===== src/hw/rtl/mqsb_pkg.sv =====
`timescale 1ns / 1ps
`default_nettype none

package mqsb_pkg;

  // default sizes
  localparam int ENTRIES_DEF = 64;
  localparam int QUEUES_DEF  = 4;

  // fixed field widths
  localparam int QID_W  = 2;
  localparam int DATA_W = 32;
  localparam int STAT_W = 2;

  // operation codes
  localparam logic OP_ENQ = 1'b0;
  localparam logic OP_DEQ = 1'b1;

  // result status codes
  localparam logic [STAT_W-1:0] STAT_OK        = 2'd0;
  localparam logic [STAT_W-1:0] STAT_OVERFLOW  = 2'd1;
  localparam logic [STAT_W-1:0] STAT_UNDERFLOW = 2'd2;

  // input beat
  typedef struct packed {
    logic                     op;
    logic [QID_W-1:0]         queue_id;
    logic signed [DATA_W-1:0] data_in;
  } in_t;

  // result beat
  typedef struct packed {
    logic [STAT_W-1:0]        status;
    logic signed [DATA_W-1:0] data_out;
  } out_t;

endpackage

`default_nettype wire


===== src/hw/rtl/multi_queue_shared_buffer_core.sv =====
`timescale 1ns / 1ps
`default_nettype none
// Several FIFO queues kept as linked lists in one shared entry store, with a
// shared free list. An input beat is either an enqueue (queue number and a
// 32-bit word) or a dequeue (queue number); every input beat gives exactly
// one result beat carrying a status (ok, overflow, underflow) and, for a
// successful dequeue, the word. Both channels use valid/ready.
// Each beat has an accept step and an execute step: the accept cycle issues
// the link and payload reads and the tail link write, the next cycle uses
// the read data and does the remaining write back. A new beat is accepted
// only once the previous one has left execute and the skid register is
// empty, as the single read/write port pair of the link memory serializes
// the beats. A result is registered onto out_valid after execute.
// Reset puts every queue empty and chains all entries onto the free list;
// the free list beyond the entries ever handed out is tracked by a fill
// count, so there is no clearing pass and the block is ready right after
// reset. If the receiver stalls, one further result is parked in a skid
// register; input is then held off until the receiver takes a beat.
module multi_queue_shared_buffer_core #(
  parameter int ENTRIES = mqsb_pkg::ENTRIES_DEF,
  parameter int QUEUES  = mqsb_pkg::QUEUES_DEF
) (
  input  wire logic           clk,
  input  wire logic           rst_n,
  input  wire logic           in_valid,
  output logic                in_ready,
  input  wire mqsb_pkg::in_t  in_data,
  output logic                out_valid,
  input  wire logic           out_ready,
  output mqsb_pkg::out_t      out_data
);

  // pointer and index widths; the null pointer is ENTRIES
  localparam int PW   = $clog2(ENTRIES + 1);
  localparam int AW   = $clog2(ENTRIES);
  localparam int QD   = (QUEUES < (1 << mqsb_pkg::QID_W)) ? QUEUES
                                                           : (1 << mqsb_pkg::QID_W);
  localparam int QIW  = (QD > 1) ? $clog2(QD) : 1;
  localparam int QN   = 1 << QIW;
  localparam logic [PW-1:0] NULL_PTR = PW'(ENTRIES);

  // sequencer states
  localparam logic ST_IDLE = 1'b0;
  localparam logic ST_EXEC = 1'b1;

  // storage
  logic [PW-1:0]                     link_mem [ENTRIES];
  logic [mqsb_pkg::DATA_W-1:0]       pay_mem  [ENTRIES];

  // control state
  logic                              st_r, st_nxt;
  logic [PW-1:0]                     free_head_r, free_head_nxt;
  logic [PW-1:0]                     fill_r, fill_nxt;
  logic [PW-1:0]                     q_head_r [QN];
  logic [PW-1:0]                     q_tail_r [QN];

  // per-beat registers
  logic                              op_r;
  logic [QIW-1:0]                    qi_r;
  logic [mqsb_pkg::DATA_W-1:0]       word_r;
  logic                              ok_r;
  logic                              head_null_r;
  logic [PW-1:0]                     slot_r;

  // memory read side
  logic [PW-1:0]                     link_rd_r;
  logic                              link_fresh_r;
  logic [PW-1:0]                     link_inc_r;
  logic [mqsb_pkg::DATA_W-1:0]       pay_rd_r;
  logic [PW-1:0]                     link_val;

  // output stage
  logic                              out_valid_r, out_valid_nxt;
  mqsb_pkg::out_t                    out_r, out_nxt;
  logic                              held_r, held_nxt;
  mqsb_pkg::out_t                    skid_r, skid_nxt;
  mqsb_pkg::out_t                    res;

  // accept-side decode
  logic                              acc;
  logic                              q_ok;
  logic [QIW-1:0]                    qi;
  logic [PW-1:0]                     head_sel;
  logic [PW-1:0]                     tail_sel;
  logic                              head_null;
  logic                              enq_ok;
  logic                              deq_ok;
  logic [AW-1:0]                     link_ra;
  logic                              link_we;
  logic [AW-1:0]                     link_wa;
  logic [PW-1:0]                     link_wd;
  logic                              pay_we;

  assign acc       = in_valid && in_ready;
  assign in_ready  = (st_r == ST_IDLE) && !held_r;
  assign q_ok      = 32'(in_data.queue_id) < QUEUES;
  assign qi        = in_data.queue_id[QIW-1:0];
  assign head_sel  = q_ok ? q_head_r[qi] : NULL_PTR;
  assign tail_sel  = q_ok ? q_tail_r[qi] : NULL_PTR;
  assign head_null = !(head_sel < NULL_PTR);
  assign enq_ok    = q_ok && (free_head_r < NULL_PTR);
  assign deq_ok    = q_ok && !head_null;

  // link read address: free head for enqueue, queue head for dequeue
  assign link_ra = (in_data.op == mqsb_pkg::OP_ENQ) ? free_head_r[AW-1:0]
                                                    : head_sel[AW-1:0];

  // untouched free entries link to the next index
  assign link_val = link_fresh_r ? link_inc_r : link_rd_r;

  // link write: tail link on accept, slot link on execute
  always_comb begin
    link_we = 1'b0;
    link_wa = slot_r[AW-1:0];
    link_wd = NULL_PTR;
    if (acc && (in_data.op == mqsb_pkg::OP_ENQ) && enq_ok && !head_null) begin
      link_we = 1'b1;
      link_wa = tail_sel[AW-1:0];
      link_wd = free_head_r;
    end else if ((st_r == ST_EXEC) && ok_r) begin
      link_we = 1'b1;
      link_wa = slot_r[AW-1:0];
      link_wd = (op_r == mqsb_pkg::OP_ENQ) ? NULL_PTR : free_head_r;
    end
  end

  assign pay_we = (st_r == ST_EXEC) && ok_r && (op_r == mqsb_pkg::OP_ENQ);

  // link memory
  always_ff @(posedge clk) begin
    if (link_we) begin
      link_mem[link_wa] <= link_wd;
    end
    link_rd_r    <= link_mem[link_ra];
    link_fresh_r <= PW'(link_ra) >= fill_r;
    link_inc_r   <= PW'({1'b0, link_ra} + 1'b1);
  end

  // payload memory
  always_ff @(posedge clk) begin
    if (pay_we) begin
      pay_mem[slot_r[AW-1:0]] <= word_r;
    end
    pay_rd_r <= pay_mem[head_sel[AW-1:0]];
  end

  // beat capture
  always_ff @(posedge clk) begin
    if (acc) begin
      op_r        <= in_data.op;
      qi_r        <= qi;
      word_r      <= in_data.data_in;
      ok_r        <= (in_data.op == mqsb_pkg::OP_ENQ) ? enq_ok : deq_ok;
      head_null_r <= head_null;
      slot_r      <= (in_data.op == mqsb_pkg::OP_ENQ) ? free_head_r : head_sel;
    end
  end

  // result of the executing beat
  always_comb begin
    res.status   = mqsb_pkg::STAT_OK;
    res.data_out = '0;
    if (!ok_r) begin
      res.status = (op_r == mqsb_pkg::OP_ENQ) ? mqsb_pkg::STAT_OVERFLOW
                                              : mqsb_pkg::STAT_UNDERFLOW;
    end else if (op_r == mqsb_pkg::OP_DEQ) begin
      res.data_out = pay_rd_r;
    end
  end

  // sequencer and free list
  always_comb begin
    st_nxt        = st_r;
    free_head_nxt = free_head_r;
    fill_nxt      = fill_r;
    case (st_r)
      ST_IDLE: begin
        if (acc) begin
          st_nxt = ST_EXEC;
        end
      end
      ST_EXEC: begin
        st_nxt = ST_IDLE;
        if (ok_r) begin
          if (op_r == mqsb_pkg::OP_ENQ) begin
            free_head_nxt = link_val;
            if (slot_r == fill_r) begin
              fill_nxt = PW'(fill_r + 1'b1);
            end
          end else begin
            free_head_nxt = slot_r;
          end
        end
      end
      default: st_nxt = ST_IDLE;
    endcase
  end

  always_ff @(posedge clk) begin
    if (!rst_n) begin
      st_r        <= ST_IDLE;
      free_head_r <= '0;
      fill_r      <= '0;
    end else begin
      st_r        <= st_nxt;
      free_head_r <= free_head_nxt;
      fill_r      <= fill_nxt;
    end
  end

  // queue head and tail pointers
  always_ff @(posedge clk) begin
    if (!rst_n) begin
      for (int i = 0; i < QN; i++) begin
        q_head_r[i] <= NULL_PTR;
        q_tail_r[i] <= NULL_PTR;
      end
    end else if ((st_r == ST_EXEC) && ok_r) begin
      if (op_r == mqsb_pkg::OP_ENQ) begin
        if (head_null_r) begin
          q_head_r[qi_r] <= slot_r;
        end
        q_tail_r[qi_r] <= slot_r;
      end else begin
        q_head_r[qi_r] <= link_val;
      end
    end
  end

  // output register with one skid stage
  always_comb begin
    out_valid_nxt = out_valid_r;
    out_nxt       = out_r;
    held_nxt      = held_r;
    skid_nxt      = skid_r;
    if (out_valid_r && out_ready) begin
      out_valid_nxt = held_r;
      out_nxt       = skid_r;
      held_nxt      = 1'b0;
    end
    if (st_r == ST_EXEC) begin
      if (!out_valid_r || out_ready) begin
        if (held_r) begin
          held_nxt = 1'b1;
          skid_nxt = res;
        end else begin
          out_valid_nxt = 1'b1;
          out_nxt       = res;
        end
      end else begin
        held_nxt = 1'b1;
        skid_nxt = res;
      end
    end
  end

  always_ff @(posedge clk) begin
    if (!rst_n) begin
      out_valid_r <= 1'b0;
      held_r      <= 1'b0;
    end else begin
      out_valid_r <= out_valid_nxt;
      held_r      <= held_nxt;
    end
    out_r  <= out_nxt;
    skid_r <= skid_nxt;
  end

  assign out_valid = out_valid_r;
  assign out_data  = out_r;

  // checks
  a_acc_exec: assert property (@(posedge clk) disable iff (!rst_n)
    acc |=> (st_r == ST_EXEC))
    else $error("accepted beat did not enter execute");

  a_exec_one: assert property (@(posedge clk) disable iff (!rst_n)
    (st_r == ST_EXEC) |=> (st_r == ST_IDLE))
    else $error("execute lasted more than one cycle");

  a_skid_order: assert property (@(posedge clk) disable iff (!rst_n)
    held_r |-> out_valid_r)
    else $error("skid holds a result while output is empty");

  a_free_empty: assert property (@(posedge clk) disable iff (!rst_n)
    (free_head_r == NULL_PTR) |-> (fill_r == NULL_PTR))
    else $error("free list empty before all entries handed out");

  a_link_port: assert property (@(posedge clk) disable iff (!rst_n)
    (acc && link_we) |-> (link_wa != link_ra))
    else $error("tail link write hits the entry being read");

endmodule

`default_nettype wire

===== config.mk =====
export PLATFORM = sky130hd
export DESIGN_NAME = multi_queue_shared_buffer_core
export DESIGN_NICKNAME = d
export VERILOG_FILES = /design/src/hw/rtl/mqsb_pkg.sv /design/src/hw/rtl/multi_queue_shared_buffer_core.sv
export SDC_FILE = /design/constraint.sdc
export NUM_CORES = 2
export LEC_CHECK = 0
export BUFFER_PORTS_ARGS = -buffer_cell sky130_fd_sc_hd__buf_2
export CAP_MARGIN = 20
export CORE_MARGIN = 10
export CORE_UTILIZATION = 30
export DETAILED_ROUTE_END_ITERATION = 10
export SYNTH_ARGS = -nofsm -noshare
export SYNTH_HDL_FRONTEND = slang
export SYNTH_SLANG_ARGS = --single-unit

===== constraint.sdc =====
create_clock -name clk -period 13.5 [get_ports clk]
set_input_delay 2.7 -clock clk [delete_from_list [all_inputs] [get_ports clk]]
set_output_delay 2.7 -clock clk [all_outputs]
set_load 0.01 [all_outputs]

* Word level (Yosys, flattened, before mapping)
Memory sizes are Yosys's and may differ from the RTL's. A register that Yosys moved wholly into a read port is not among the register bits. Index checks and enable logic that the tools add are counted.
Storage, ports and cells: memories kept 4, bits in writable memories 2552, register bits after elaboration 137, output and inout bits 36, ROM bits 0, input port bits 39, bits in latches 0, logic and storage cells 105
Memory list:
- pay_mem | words 64, width 32, rd ports 1, clocked after Yosys merged registers in 1, write ports 1, RTL line multi_queue_shared_buffer_core.sv:48 | logic [mqsb_pkg::DATA_W-1:0] pay_mem [ENTRIES];
- link_mem | words 64, width 7, rd ports 1, clocked after Yosys merged registers in 1, write ports 1, RTL line multi_queue_shared_buffer_core.sv:47 | logic [PW-1:0] link_mem [ENTRIES];
- q_head_r | words 4, width 7, rd ports 1, clocked after Yosys merged registers in 0, write ports 4, RTL line multi_queue_shared_buffer_core.sv:54 | logic [PW-1:0] q_head_r [QN];
- q_tail_r | words 4, width 7, rd ports 1, clocked after Yosys merged registers in 0, write ports 4, RTL line multi_queue_shared_buffer_core.sv:55 | logic [PW-1:0] q_tail_r [QN];
Operators by class: equality and inequality tests 2, shifts and indexed selects 0, div/mod/pow operators 0, reduce and logical (&&, ||, !) cells 17, multipliers 0, magnitude comparators 3, bitwise gates (word level) 4, $add $sub $neg 2, multiplexer cells 56
Operator list (count):
- $mux W34 | 6
- $mux W32 | 2
- $mux W7 | 9
- $mux W1 | 32
- $lt A7 B7 Y1 const B | 2
- $reduce_or A7 Y1 | 2
- $mux W6 | 2
- $logic_and A1 B1 Y1 | 8
- $mux W2 | 4
- $add A6 B1 Y7 const B | 1
- $add A7 B1 Y7 const B | 1
- $eq A7 B7 Y1 | 1
- $ge A6 B7 Y1 | 1
- $reduce_and A2 Y1 | 2
- $reduce_and A4 Y1 | 1
- $logic_not A1 Y1 | 3
- $not A1 Y1 | 3
- $ne A2 B2 Y1 const B | 1
- $pmux W1 S2 | 1
- $logic_or A1 B1 Y1 | 1
- $or A1 B1 Y1 | 1

* Longest topological paths before layout
depth in word-level cells 9, mapped depth 16, mapped depth without buffers 10

* Least setup slack after synthesis
No wires, ideal clock.
path type input to register, start point input in_data[33] in the netlist's numbering, end point register link_fresh_r, arrival time 5.461 ns, cell stages on the path 15, path buffers 5, library setup time 0.117 ns, path slack 7.922 ns, cell sequence buf_2 > mux2_4 > a221oi_2 > buf_2 > buf_2 > buf_2 > buf_2 > ha_1 > nand2b_1 > a21o_1 > a21o_1 > a21o_1 > a21o_1 > a21oi_1 > nor2_1
On the way: word-level cells in the longest chain between the ends 3
Ends and longest elaborated chain:
- start: declaration | RTL line multi_queue_shared_buffer_core.sv:27 | input wire mqsb_pkg::in_t in_data,
- $mem_v2 Z4 W7
- $mux W6 | RTL line multi_queue_shared_buffer_core.sv:105 | assign link_ra = (in_data.op == mqsb_pkg::OP_ENQ) ? free_head_r[AW-1:0]
- $ge A6 B7 Y1 | RTL line multi_queue_shared_buffer_core.sv:135 | link_fresh_r <= PW'(link_ra) >= fill_r;
- end signal: assignment | RTL line multi_queue_shared_buffer_core.sv:135
- end: declaration | RTL line multi_queue_shared_buffer_core.sv:67 | logic link_fresh_r;
Every way passes these cells. A chain may end at the register's enable or synchronous reset.

* Final worst setup path
start point input in_data[33] in the netlist's numbering, end point register link_rd_r[4], read port of link_mem
On the way: word-level cells in the longest chain between the ends 2
Ends and longest elaborated chain:
- $mem_v2 Z4 W7
- $mux W6 | RTL line multi_queue_shared_buffer_core.sv:105
- end: declaration | RTL line multi_queue_shared_buffer_core.sv:66 | logic [PW-1:0] link_rd_r;
Every way passes these cells.

==> results_dict.tcl <==
set metrics [dict create \
    grt_start_max_net_pins 166 \
    synth.ff_latch_count 2724 \
    yosysTopAreaCellShare_pct 74.7 \
    ctsResizeCount 0 \
    clock-root-buffer "sky130_fd_sc_hd__clkbuf_16" \
    power.ir.vdd_worst_mv 0.108 \
    status "finished, final reports clean" \
    pre_cts_slack_ns 5.73 \
    rows 217 \
    critical_path.reg2reg.startpoint "q_head_r[1][0]" \
    critPathCaptureType "register" \
    clk_pin_slew_worst_paths_ns 0.06 \
    maxSlewViolCount 0 \
    place_congestion 0.831 \
    ctsLongestPathBuffers 4 \
    cp_cell_sequence "buf_2 -> mux2_4 -> a221oi_4 -> buf_12 -> inv_6 -> buf_4 -> buf_4 -> mux2i_1 -> a211oi_1 -> nor4_1 -> o22ai_1 -> or3_1" \
    drt_iter0_drc 8747 \
    syn-num-nets 6054 \
    critical-path-max-stage-delay_ns 0.86 \
    pwr_density_cell_nw_per_um2 153 \
    hp-class "reg2reg" \
    initial_util_pct 30.2 \
    post_synth_main_area_contributors "sky130_fd_sc_hd__edfxtp_1 75%, sky130_fd_sc_hd__mux4_2 7.4%, sky130_fd_sc_hd__mux2i_1 2.7%" \
    design.core.area_sq_um 350000 \
    timing_worst_slew_pin_value_ns 1.11 \
    rsz_0062_raised_after_global_routing "false" \
    leakagePower_nw 38.1 \
    flow.area_growth_from_synthesis_pct 15.0 \
    drt_pass1_iterations 6 \
    hold-path-cell-count 1 \
    gr-usage-all-layers_pct 16.6 \
    finish.net_count 6235 \
    post_synth_inst_count 6007 \
    synth-edff-count 2626 \
    path_max_fanout 165 \
    maxSlewHeadroom_pct 26.1 \
    hold_path_startpoint "fill_r[6]" \
    vert_die_dim_um 613 \
    synth_largest_area_cell "sky130_fd_sc_hd__edfxtp_1" \
    worstSkewPairLatency_ns 0.87 \
    grt_overflow_total 0 \
    period_minus_slack_ns 7.43 \
    post_drt_via_cell_ratio 5.42 \
    post-route-worst-setup-slack_ns 6.07 \
    timing.final.hold_violations 0 \
    port-buffer-count 74 \
    grt_pass1_wl_mm 453 \
    grt_pass1_vias 58707 \
    avgSynthCellArea_sq_um 17.6 \
    yosysMostFrequentCell "sky130_fd_sc_hd__edfxtp_1" \
    timing.critical_path.required_ns 14.24 \
    synth_warnings 0 \
    routed_wl_mm 325 \
    synth.top_cells.by_count "2626 x sky130_fd_sc_hd__edfxtp_1, 601 x sky130_fd_sc_hd__nand2_1, 348 x sky130_fd_sc_hd__mux4_2" \
    startpoint_types "primary input" \
    worstPathArrival_ns 8.17 \
    fmaxAchievable_mhz 135 \
    final.setup_skew_ns 0.0707 \
    cts_tree "done" \
    cts_post_setup_buffers_inserted 0 \
    critical_path.most_common_cell "sky130_fd_sc_hd__buf_4" \
    postSynth.asyncResetShare_pct 0 \
    cts_hold_buf 0 \
    post-route-period-util_pct 55.0 \
    num_vias 60081 \
    pin_count 75 \
    worstSetupPathType "in2reg" \
    timing.critical_path.slowest_stage_cell "sky130_fd_sc_hd__inv_6" \
    yosysSeqAreaShare_pct 76.5 \
    final_antenna_net_count 0 \
    clock_sink_count 2724 \
    post-route-drc-count 0 \
    post_route_cells_drive_above_1_share_pct 17.7 \
    timing.rr.end "link_rd_r[4]" \
    h-tree-depth 5 \
    final-setup-viol-count 0 \
    place_hpwl_mm 179 \
    average_wire_length_per_cell_after_detail_routing_um 29.3 \
    die_area_sq_um 376000 \
    hold-path-endpoint "link_fresh_r" \
    worst-r2r-cell-count 11 \
    number_of_antenna_violations_at_the_first_check_in_global_routing 48 \
    totalNegativeSetupSlack_ns 0 \
    synth.lib_cells_used.distinct 77 \
    max-cap-violations 0 \
    syn_area_sq_um 106000 \
    cts_buffers 282 \
    synth_flop_cell "sky130_fd_sc_hd__edfxtp_1" \
    floorplan.die.width_um 613 \
    ff2ff_setup_slack_ns 8.25 \
]
cells by family (layout without fill, tap and decap cells):
| family | Yosys count | after routing | share of synthesized area (%) |
|---|---|---|---|
| flops | 2724 | 2724 | 76.5 |
| simple gates | 1276 | 1276 | 5.30 |
| compound gates | 935 | 935 | 5.79 |
| mux | 652 | 652 | 10.3 |
| buf+inv | 397 | 795 | 1.79 |
| xor+xnor | 15 | 15 | 0.124 |
| fa+ha+maj | 8 | 8 | 0.0948 |
| other cells | 0 | 77 | 0 |
sequential cells by signal (all words and copies together) (netlist names), 2 cells and up, named ones only:
signal	flops
link_inc_r	7
pay_rd_r	32
slot_r	7
q_tail_r	24
link_rd_r	7
pay_mem	2048
link_mem	448
fill_r	7
free_head_r	7
qi_r	2
q_head_r	28
skid_r	34
out_data	34
word_r	32
power by group:
part           switching [mW]  leakage [nW]  internal, mW
sequential              0.114          24.6          9.33
clock                    3.26          4.43          4.53
combinational           0.931          9.06         0.433
through the flow:
| step | cell area (sq um) | total power, mW | hold WS (ns) | cells | util [%] |
|---|---|---|---|---|---|
| floorplan | 106000 | 10.4 | 0.435 | 6007 | - |
| global placement | 112000 | 11.0 | 0.468 | 10498 | 32.0 |
| detailed placement | 112000 | 11.0 | 0.478 | 10500 | 32.0 |
| CTS | 121000 | 18.7 | 0.497 | 11001 | 34.6 |
| global route | 121000 | 19.1 | 0.514 | 11078 | 34.7 |
| finish | 121000 | 18.6 | 0.490 | 11081 | 34.7 |
how the worst max path moves through the flow:
stage / startpoint / endpoint / cells past startpoint
global route: in_data[33] / link_rd_r[4] / 12
CTS: in_data[33] / link_rd_r[4] / 12
finish: in_data[33] / link_rd_r[4] / 12
detailed placement: in_data[33] / link_rd_r[4] / 12
global placement: in_data[33] / link_rd_r[4] / 12
floorplan: in_data[33] / link_fresh_r / 15
layout by cell type (no fill, tap or decap), types with 69 or more instances in the layout:
cell                        Yosys  final
sky130_fd_sc_hd__edfxtp_1    2626   2626
sky130_fd_sc_hd__clkbuf_16      0    291
sky130_fd_sc_hd__o22ai_1      137    137
sky130_fd_sc_hd__mux2i_1      281    278
sky130_fd_sc_hd__a22oi_1       94     94
sky130_fd_sc_hd__o21ai_0       71     71
sky130_fd_sc_hd__a211oi_1      86     86
sky130_fd_sc_hd__mux4_2       348    344
sky130_fd_sc_hd__buf_2         88     75
sky130_fd_sc_hd__a21oi_1      283    282
sky130_fd_sc_hd__buf_4         24    177
sky130_fd_sc_hd__nor2_1       275    204
sky130_fd_sc_hd__dfxtp_1       98     98
sky130_fd_sc_hd__clkbuf_1     175     69
sky130_fd_sc_hd__nand3_1      163    163
sky130_fd_sc_hd__diode_2        0     77
sky130_fd_sc_hd__nand2_1      601    599
layer usage:
metal  vias up  GRT usage [%]  wire [um]
met1     31376           22.0     125000
met3       734           2.86      30000
met5         -              0         59
li1      24476              -          -
met4         8           7.80      17200
met2      3487           26.7     153000
area by class of cell:
cell class / instances / area, sq um
Sequential cell: 2724 / 80800
Clock inverter: 129 / 1390
Fill cell: 32559 / 229000
Antenna cell: 77 / 193
Timing Repair Buffer: 262 / 1890
Clock buffer: 372 / 7710
Multi-Input combinational cell: 2886 / 23500
Inverter: 32 / 128
Tap cell: 4599 / 5750
worst max-delay path, delay by kind of cell:
kind | cells | cell delay [ns]
multiplexers | 2 | 0.76
AND/OR/NAND/NOR | 2 | 0.85
AO/OA/AOI/OAI | 3 | 0.35
buffers and inverters | 5 | 2.96
No activity file was read; power rests on OpenSTA's default activity.
